### src/rtl/ilir_pkg.sv
// Shared types and codes for the indexed list block.
// Request and response beat structs, op and status codes, register map.
// No dependencies.
package ilir_pkg;

    localparam int DEPTH_DEF     = 64;
    localparam int ELEM_BITS_DEF = 32;

    localparam int OP_W    = 4;
    localparam int POS_W   = 7;
    localparam int VAL_W   = 32;
    localparam int TAG_W   = 4;
    localparam int STAT_W  = 3;
    localparam int LEN_W   = 7;
    localparam int CAP_W   = 7;
    localparam int PADDR_W = 3;
    localparam int PDATA_W = 32;

    localparam logic [CAP_W-1:0] CAPACITY_RESET = 7'd64;
    localparam logic [TAG_W-1:0] ELEM_TYPE_RESET = 4'd0;

    // register index, taken from paddr[2] (word aligned)
    localparam logic REG_CAPACITY  = 1'b0;
    localparam logic REG_ELEM_TYPE = 1'b1;

    localparam logic [OP_W-1:0] OP_PUSH_BACK  = 4'd0;
    localparam logic [OP_W-1:0] OP_PUSH_FRONT = 4'd1;
    localparam logic [OP_W-1:0] OP_PUSH_AT    = 4'd2;
    localparam logic [OP_W-1:0] OP_GET        = 4'd3;
    localparam logic [OP_W-1:0] OP_SET        = 4'd4;
    localparam logic [OP_W-1:0] OP_POP_BACK   = 4'd5;
    localparam logic [OP_W-1:0] OP_POP_FRONT  = 4'd6;
    localparam logic [OP_W-1:0] OP_POP_AT     = 4'd7;
    localparam logic [OP_W-1:0] OP_CLEAR      = 4'd8;

    localparam logic [STAT_W-1:0] ST_OK     = 3'd0;
    localparam logic [STAT_W-1:0] ST_TYPE   = 3'd1;
    localparam logic [STAT_W-1:0] ST_BOUNDS = 3'd2;
    localparam logic [STAT_W-1:0] ST_EMPTY  = 3'd3;
    localparam logic [STAT_W-1:0] ST_FULL   = 3'd4;

    typedef struct packed {
        logic [OP_W-1:0]  op;
        logic [POS_W-1:0] position;
        logic [VAL_W-1:0] value;
        logic [TAG_W-1:0] type_tag;
    } req_t;

    typedef struct packed {
        logic [STAT_W-1:0] status;
        logic [VAL_W-1:0]  read_value;
        logic [LEN_W-1:0]  length;
    } rsp_t;

    typedef enum logic [5:0] {
        S_IDLE = 6'b000001,
        S_GET  = 6'b000010,
        S_INS  = 6'b000100,
        S_INSV = 6'b001000,
        S_REM  = 6'b010000,
        S_FIN  = 6'b100000
    } state_t;

endpackage

### src/rtl/indexed_list_insert_remove_top.sv
// Indexed list with insert/remove at any position, elements in one sync RAM; uses ilir_pkg.
// One request at a time; steps from accept to response load (L = length, i = index):
//   push_back, set, clear, errors, unknown ops, insert at i = L: direct; get: RAM read;
//   insert at i < L: shift up, write; remove: read, shift down. Next beat the cycle after.
// A stalled output holds one response; a second finished one parks and stalls the input.
// Reset: length 0, capacity 64, element_type 0; RAM contents left undefined.
module indexed_list_insert_remove_top #(
    parameter int DEPTH     = ilir_pkg::DEPTH_DEF,
    parameter int ELEM_BITS = ilir_pkg::ELEM_BITS_DEF
) (
    input  logic                          clk,
    input  logic                          rst_n,
    input  logic                          req_valid,
    output logic                          req_stall,
    input  ilir_pkg::req_t                req,
    output logic                          rsp_valid,
    input  logic                          rsp_stall,
    output ilir_pkg::rsp_t                rsp,
    input  logic                          psel,
    input  logic                          penable,
    input  logic                          pwrite,
    input  logic [ilir_pkg::PADDR_W-1:0]  paddr,
    input  logic [ilir_pkg::PDATA_W-1:0]  pwdata,
    output logic [ilir_pkg::PDATA_W-1:0]  prdata,
    output logic                          pready
);

    localparam int ADDR_W = (DEPTH > 1) ? $clog2(DEPTH) : 1;
    localparam int AX_W   = (ADDR_W > ilir_pkg::LEN_W) ? ADDR_W : ilir_pkg::LEN_W;
    localparam int EX_W   = (ELEM_BITS > ilir_pkg::VAL_W) ? ELEM_BITS : ilir_pkg::VAL_W;

    function automatic logic [ADDR_W-1:0] to_addr(input logic [ilir_pkg::LEN_W-1:0] x);
        logic [AX_W-1:0] w;
        w = AX_W'(x);
        return w[ADDR_W-1:0];
    endfunction

    function automatic logic [ELEM_BITS-1:0] to_elem(input logic [ilir_pkg::VAL_W-1:0] v);
        logic [EX_W-1:0] w;
        w = EX_W'(v);
        return w[ELEM_BITS-1:0];
    endfunction

    function automatic logic [ilir_pkg::VAL_W-1:0] from_elem(input logic [ELEM_BITS-1:0] e);
        logic [EX_W-1:0] w;
        w = EX_W'(e);
        return w[ilir_pkg::VAL_W-1:0];
    endfunction

    // ---------------- configuration registers ----------------
    logic [ilir_pkg::CAP_W-1:0] capacity_reg;
    logic [ilir_pkg::TAG_W-1:0] element_type_reg;
    logic                       cfg_wr;

    assign pready = 1'b1;
    assign cfg_wr = psel & penable & pwrite;

    always_ff @(posedge clk or negedge rst_n)
    begin
        if (!rst_n)
        begin
            capacity_reg     <= ilir_pkg::CAPACITY_RESET;
            element_type_reg <= ilir_pkg::ELEM_TYPE_RESET;
        end
        else if (cfg_wr)
        begin
            unique case (paddr[2])
                ilir_pkg::REG_CAPACITY:  capacity_reg <= pwdata[ilir_pkg::CAP_W-1:0];
                ilir_pkg::REG_ELEM_TYPE: element_type_reg <= pwdata[ilir_pkg::TAG_W-1:0];
                default: ;
            endcase
        end
    end

    always_comb
    begin
        unique case (paddr[2])
            ilir_pkg::REG_CAPACITY:  prdata = ilir_pkg::PDATA_W'(capacity_reg);
            ilir_pkg::REG_ELEM_TYPE: prdata = ilir_pkg::PDATA_W'(element_type_reg);
            default:                 prdata = '0;
        endcase
    end

    // ---------------- element RAM ----------------
    logic [ELEM_BITS-1:0] mem [DEPTH];
    logic [ELEM_BITS-1:0] mem_rd_reg;
    logic                 mem_we;
    logic [ADDR_W-1:0]    mem_waddr;
    logic [ELEM_BITS-1:0] mem_wdata;
    logic [ADDR_W-1:0]    mem_raddr;

    always_ff @(posedge clk)
    begin
        if (mem_we)
            mem[mem_waddr] <= mem_wdata;
        mem_rd_reg <= mem[mem_raddr];
    end

    // ---------------- control ----------------
    ilir_pkg::state_t           state_reg, state_next;
    logic [ilir_pkg::LEN_W-1:0] len_reg, len_next;
    logic [ADDR_W-1:0]          cur_reg, cur_next;
    logic [ADDR_W-1:0]          stop_reg, stop_next;
    logic [ELEM_BITS-1:0]       val_reg, val_next;
    logic                       first_reg, first_next;
    ilir_pkg::rsp_t             res_reg, res_next;
    ilir_pkg::rsp_t             rsp_reg;
    logic                       rsp_valid_reg;

    logic [ilir_pkg::LEN_W-1:0] slots;
    logic                       tag_ok;
    logic                       full;
    logic                       out_free;
    logic                       out_load;
    ilir_pkg::rsp_t             out_data;

    // usable slots: capacity clamped to 1..DEPTH
    always_comb
    begin
        if (capacity_reg == '0)
            slots = ilir_pkg::LEN_W'(1);
        else if (int'(capacity_reg) > DEPTH)
            slots = ilir_pkg::LEN_W'(DEPTH);
        else
            slots = capacity_reg;
    end

    assign tag_ok    = (req.type_tag == element_type_reg);
    assign full      = (len_reg >= slots);
    assign out_free  = !rsp_valid_reg || !rsp_stall;
    assign req_stall = (state_reg != ilir_pkg::S_IDLE);
    assign rsp_valid = rsp_valid_reg;
    assign rsp       = rsp_reg;

    always_comb
    begin
        logic [ilir_pkg::LEN_W-1:0] idx;
        logic                       done;
        ilir_pkg::rsp_t             done_res;

        state_next = state_reg;
        len_next   = len_reg;
        cur_next   = cur_reg;
        stop_next  = stop_reg;
        val_next   = val_reg;
        first_next = first_reg;
        res_next   = res_reg;
        mem_we     = 1'b0;
        mem_waddr  = cur_reg;
        mem_wdata  = val_reg;
        mem_raddr  = cur_reg;
        out_load   = 1'b0;
        out_data   = res_reg;
        done       = 1'b0;
        done_res   = '0;
        idx        = '0;

        unique case (state_reg)
            ilir_pkg::S_IDLE:
            begin
                if (req_valid)
                begin
                    case (req.op) inside
                        ilir_pkg::OP_CLEAR:
                        begin
                            // live cells need no zeroing: they are only read after a push
                            len_next = '0;
                            done     = 1'b1;
                        end
                        ilir_pkg::OP_PUSH_BACK, ilir_pkg::OP_PUSH_FRONT,
                        ilir_pkg::OP_PUSH_AT:
                        begin
                            if (req.op == ilir_pkg::OP_PUSH_BACK)
                                idx = len_reg;
                            else if (req.op == ilir_pkg::OP_PUSH_FRONT)
                                idx = '0;
                            else
                                idx = req.position;

                            if (!tag_ok)
                            begin
                                done_res.status = ilir_pkg::ST_TYPE;
                                done            = 1'b1;
                            end
                            else if (req.op == ilir_pkg::OP_PUSH_AT && req.position > len_reg)
                            begin
                                done_res.status = ilir_pkg::ST_BOUNDS;
                                done            = 1'b1;
                            end
                            else if (full)
                            begin
                                done_res.status = ilir_pkg::ST_FULL;
                                done            = 1'b1;
                            end
                            else
                            begin
                                len_next = len_reg + 1'b1;
                                val_next = to_elem(req.value);
                                if (idx == len_reg)
                                begin
                                    mem_we    = 1'b1;
                                    mem_waddr = to_addr(len_reg);
                                    mem_wdata = to_elem(req.value);
                                    done      = 1'b1;
                                end
                                else
                                begin
                                    // shift up, starting from the last live cell
                                    cur_next   = to_addr(len_reg - 1'b1);
                                    mem_raddr  = to_addr(len_reg - 1'b1);
                                    stop_next  = to_addr(idx);
                                    state_next = ilir_pkg::S_INS;
                                end
                            end
                        end
                        ilir_pkg::OP_GET, ilir_pkg::OP_SET:
                        begin
                            if (!tag_ok)
                            begin
                                done_res.status = ilir_pkg::ST_TYPE;
                                done            = 1'b1;
                            end
                            else if (req.position >= len_reg)
                            begin
                                done_res.status = ilir_pkg::ST_BOUNDS;
                                done            = 1'b1;
                            end
                            else if (req.op == ilir_pkg::OP_GET)
                            begin
                                mem_raddr  = to_addr(req.position);
                                state_next = ilir_pkg::S_GET;
                            end
                            else
                            begin
                                mem_we    = 1'b1;
                                mem_waddr = to_addr(req.position);
                                mem_wdata = to_elem(req.value);
                                done      = 1'b1;
                            end
                        end
                        ilir_pkg::OP_POP_BACK, ilir_pkg::OP_POP_FRONT,
                        ilir_pkg::OP_POP_AT:
                        begin
                            if (req.op == ilir_pkg::OP_POP_BACK)
                                idx = len_reg - 1'b1;
                            else if (req.op == ilir_pkg::OP_POP_FRONT)
                                idx = '0;
                            else
                                idx = req.position;

                            if (!tag_ok)
                            begin
                                done_res.status = ilir_pkg::ST_TYPE;
                                done            = 1'b1;
                            end
                            else if (len_reg == '0)
                            begin
                                done_res.status = ilir_pkg::ST_EMPTY;
                                done            = 1'b1;
                            end
                            else if (req.op == ilir_pkg::OP_POP_AT && req.position >= len_reg)
                            begin
                                done_res.status = ilir_pkg::ST_BOUNDS;
                                done            = 1'b1;
                            end
                            else
                            begin
                                // read the removed cell, then walk up shifting down
                                cur_next   = to_addr(idx);
                                mem_raddr  = to_addr(idx);
                                stop_next  = to_addr(len_reg - 1'b1);
                                first_next = 1'b1;
                                len_next   = len_reg - 1'b1;
                                state_next = ilir_pkg::S_REM;
                            end
                        end
                        default:
                        begin
                            done = 1'b1;
                        end
                    endcase
                end
            end
            ilir_pkg::S_GET:
            begin
                done_res.read_value = from_elem(mem_rd_reg);
                done                = 1'b1;
            end
            ilir_pkg::S_INS:
            begin
                // data read last cycle from cur moves to cur+1
                mem_we    = 1'b1;
                mem_waddr = cur_reg + 1'b1;
                mem_wdata = mem_rd_reg;
                if (cur_reg == stop_reg)
                    state_next = ilir_pkg::S_INSV;
                else
                begin
                    cur_next  = cur_reg - 1'b1;
                    mem_raddr = cur_reg - 1'b1;
                end
            end
            ilir_pkg::S_INSV:
            begin
                mem_we    = 1'b1;
                mem_waddr = stop_reg;
                mem_wdata = val_reg;
                done      = 1'b1;
            end
            ilir_pkg::S_REM:
            begin
                first_next = 1'b0;
                if (first_reg)
                    val_next = mem_rd_reg;
                else
                begin
                    mem_we    = 1'b1;
                    mem_waddr = cur_reg - 1'b1;
                    mem_wdata = mem_rd_reg;
                end
                if (cur_reg == stop_reg)
                begin
                    done_res.read_value = first_reg ? from_elem(mem_rd_reg)
                                                    : from_elem(val_reg);
                    done                = 1'b1;
                end
                else
                begin
                    cur_next  = cur_reg + 1'b1;
                    mem_raddr = cur_reg + 1'b1;
                end
            end
            ilir_pkg::S_FIN:
            begin
                if (out_free)
                begin
                    out_load   = 1'b1;
                    out_data   = res_reg;
                    state_next = ilir_pkg::S_IDLE;
                end
            end
            default:
            begin
                state_next = ilir_pkg::S_IDLE;
            end
        endcase

        if (done)
        begin
            done_res.length = len_next;
            if (out_free)
            begin
                out_load   = 1'b1;
                out_data   = done_res;
                state_next = ilir_pkg::S_IDLE;
            end
            else
            begin
                // output still held: park the response
                res_next   = done_res;
                state_next = ilir_pkg::S_FIN;
            end
        end
    end

    always_ff @(posedge clk or negedge rst_n)
    begin
        if (!rst_n)
        begin
            state_reg     <= ilir_pkg::S_IDLE;
            len_reg       <= '0;
            first_reg     <= 1'b0;
            rsp_valid_reg <= 1'b0;
        end
        else
        begin
            state_reg <= state_next;
            len_reg   <= len_next;
            first_reg <= first_next;
            if (out_load)
                rsp_valid_reg <= 1'b1;
            else if (!rsp_stall)
                rsp_valid_reg <= 1'b0;
        end
    end

    always_ff @(posedge clk)
    begin
        cur_reg  <= cur_next;
        stop_reg <= stop_next;
        val_reg  <= val_next;
        res_reg  <= res_next;
        if (out_load)
            rsp_reg <= out_data;
    end

endmodule
### config.mk
export PLATFORM = sky130hd
export DESIGN_NAME = indexed_list_insert_remove_top
export DESIGN_NICKNAME = d
export VERILOG_FILES = /design/src/rtl/ilir_pkg.sv /design/src/rtl/indexed_list_insert_remove_top.sv
export SDC_FILE = /design/constraint.sdc
export NUM_CORES = 2
export LEC_CHECK = 0
export BUFFER_PORTS_ARGS = -buffer_cell sky130_fd_sc_hd__buf_2
export CAP_MARGIN = 25
export CORE_UTILIZATION = 35
export DETAILED_ROUTE_END_ITERATION = 16
export PLACE_DENSITY = 0.52
export SLEW_MARGIN = 15
export SYNTH_ARGS = -nofsm -noshare
export SYNTH_HDL_FRONTEND = slang
export SYNTH_SLANG_ARGS = --single-unit
### constraint.sdc
create_clock -name clk -period 5.6 [get_ports clk]
set_input_delay 0.28 -clock clk [delete_from_list [all_inputs] [get_ports clk]]
set_output_delay 0.28 -clock clk [all_outputs]
set_load 0.05 [all_outputs]
==> reports/metrics.yaml <==
outcome:
  outcome: "finished, final reports clean"
logic_synthesis:
  synth_top_area_share_pct: 71.0
  synth-edff-count: 2176
  synth_cells: 7139
  yosysUniqueCellTypes: 98
  avgSynthCellArea_um2: 12.9
  synth_area_leaders: "edfxtp_1 71%, nand2_1 7.9%, nand3_1 4.3%, a21oi_1 1.6%, buf_2 1.4%"
  seq_area_frac_synth_pct: 72.4
  ys_ff_latch: 2234
  syn_area_um2: 92100
  ys_warn_count: 0
  yosys.area.top_type: "edfxtp_1"
  synthArstFlopShare_pct: 1.16
  synth-main-ff-cell: "edfxtp_1"
clocking:
  clk_pin_slew_ns: 0.06
  post_cts_buffers: 0
  clkSinkCount: 2234
  cts_root_buffer: "clkbuf_16"
  htree_levels: 4
  cts_tree: "done"
  cts_buffers: 227
  cts_buffer_depth: 3
  clkLatencyLatePin_ns: 0.90
min_path:
  hold_start: "req[38]"
  min_to: "stop_reg[2]"
  holdCritPathClass: "input port to register"
  whs_path_depth: 4
floorplanning:
  die_w_um: 515
  rows: 187
  start_util_pct: 35.3
  core_area_um2: 261000
  die_h_um: 515
  pin_count: 166
  dieArea_um2: 265000
place:
  place_congestion: 0.887
  hpwl_um: 182000
  port_buffers: 112
finish:
  largest_reg_flops: 2048
  drive_above_1_share_pct: 14.7
  fillerInstances: 23975
  multi_input_area_um2: 23200
  seqCellArea_um2: 66600
  area_growth_pct: 18.1
  nets: 7672
timing:
  skew_ns: 0.0438
  tightest_slew_ns: 1.06
  final_max_slew_viol_count: 0
  post-route-period-util_pct: 94.4
  min_period_ns: 5.29
  rsz0062_at_grt: "false"
  hold_violations: 0
  fmax_ghz: 0.189
  final.setup.tns_ns: 0
  setup_viol: 0
  max_slew_margin_pct: 28.7
setup_path:
  crit_buf_inv: 5
  crit_path_max_incr_delay_ns: 0.85
  path_cells: "clkinv_1 > ha_1 > a21oi_1 > o21ai_0 > a21o_1 > a21o_1 > mux2i_1 > a31oi_4 > buf_12 > buf_12 > buf_4 > buf_4 > and3_1 > a311oi_1 > a2111oi_0 > nor4_1 > and3_1"
  r2r_start: "len_reg[4]"
  path_max_fanout: 23
  worstPathArrival_ns: 6.08
  path_delay_family: "compound AO/OA/AOI/OAI gates"
  rrSetupSlack_ns: 0.31
  ff2ff_path_depth: 17
  crit_path_end_kind: "register"
  worstPathRequired_ns: 6.40
  r2r-end: "mem_rd_reg[24]"
  path_class: "register to register"
  cp-start-kind: "register"
  slowest_stage: "a2111oi_0"
global_route:
  grt_pass1_wl_um: 429000
  grt_pass1_vias: 57878
  antenna_found_initial: 14
  grt_overflow: 0
  grt_max_degree: 76
  grtUsageTotal_pct: 22.3
drt:
  viasPerCell: 5.49
  drt-total-wl_um: 300000
  drtAntennaViolNets: 0
  drc: 0
  wire_per_inst_um: 26.6
  vias: 61805
  dr.pass1.iters: 8
  first_iter_violations: 6703
job:
  maxCapViolations: 0
==> routing by layer <==
metal	vias to the layer above	share of wire [%]	track usage (%)
met2	2392	47	35.2
met4	0	2.7	6.64
met1	31694	43	31.8
met3	384	7.3	3.22
met5	-	0	0
li1	27335	-	-
==> cell usage in the layout (no fill, tap or decap), types with 97 or more instances in the layout <==
master	count
edfxtp_1	2176
a21oi_1	289
and3_1	136
nand2_1	1926
a311oi_1	97
buf_2	112
mux2i_1	114
nor2_1	100
buf_4	347
buf_12	150
nand3_1	788
clkbuf_16	231
a31oi_1	98
==> per-stage QoR <==
step	util [%]	area [um2]	hold slack [ns]	setup WS (ns)	std cells
global placement	38.6	101000	0.326	0.413	10769
CTS	41.7	109000	0.00456	0.406	11259
floorplan	-	92100	-0.0156	0.351	7163
detailed placement	38.6	101000	0.337	0.372	10772
global route	41.7	109000	0.0816	0.179	11260
finish	41.7	109000	0.0847	0.311	11266
==> tightest hold or removal path: cells and delay by family <==
family / cells / cell delay, ns
buffers and inverters: 1 / 0.20
AO/OA/AOI/OAI: 2 / 0.26
AND/OR/NAND/NOR: 1 / 0.09
==> worst max-delay path by stage <==
stage / startpoint / end / slack, ns / cells past startpoint
4_1_cts: len_reg[4] / mem_rd_reg[24] / 0.41 / 17
3_5_place_dp: req[40] / mem_rd_reg[24] / 0.37 / 17
5_1_grt: len_reg[5] / mem_rd_reg[24] / 0.18 / 17
2_1_floorplan: len_reg[2] / mem[21][0] / 0.35 / 17
6_report: len_reg[4] / mem_rd_reg[24] / 0.31 / 17
3_3_place_gp: req[40] / mem_rd_reg[24] / 0.41 / 17
==> logic make-up after synthesis <==
kind of cell,Yosys count,synth area share [%]
XOR/XNOR,29,0.276
AO/OA/AOI/OAI,899,6.70
adder cells (fa/ha/maj),19,0.258
AND/OR/NAND/NOR,3225,15.2
flip-flops,2234,72.4
other,2,0.00816
multiplexers,181,2.09
buffers and inverters,550,3.09
==> Yosys cell counts (11+ instances only) <==
library cell	count
a22o_1	38
nand3_1	788
a31oi_1	98
a222oi_1	32
ha_1	19
nand4_1	26
o22ai_1	33
a221oi_1	47
clkbuf_1	108
buf_1	31
inv_1	53
mux2_2	63
buf_6	22
xnor2_1	24
and3_1	136
dfxtp_1	32
nor2_1	164
a211oi_1	13
buf_2	255
a22oi_1	32
dfrtp_1	24
nor2b_1	13
o21ai_0	89
nand2_1	1928
nor3_1	51
and2_1	11
a21o_1	15
nor4_1	42
a21oi_1	290
edfxtp_1	2176
mux2i_1	114
buf_4	80
nand2b_1	14
o211ai_1	13
o221ai_1	12
a311oi_1	97
or4_1	13
==> cell type report <==
class,count,share of cell area (%)
multi-input cells,4379,21.4
clock inverters,142,1.23
well taps,3496,4.02
clock buffers,286,5.63
diodes,7,0.0161
flip-flops and latches,2234,61.3
repair buffers,668,6.22
inverters,54,0.186
==> timing repair <==
action                                 4_1_cts  5_1_grt
hold buffers                                59        0
endpoints found under the hold margin       91        0
gates resized for setup                      0        0
Power is left out: the tool's default activity adds up to more than one toggle a clock period on the data nets, which glitch-free logic cannot reach.
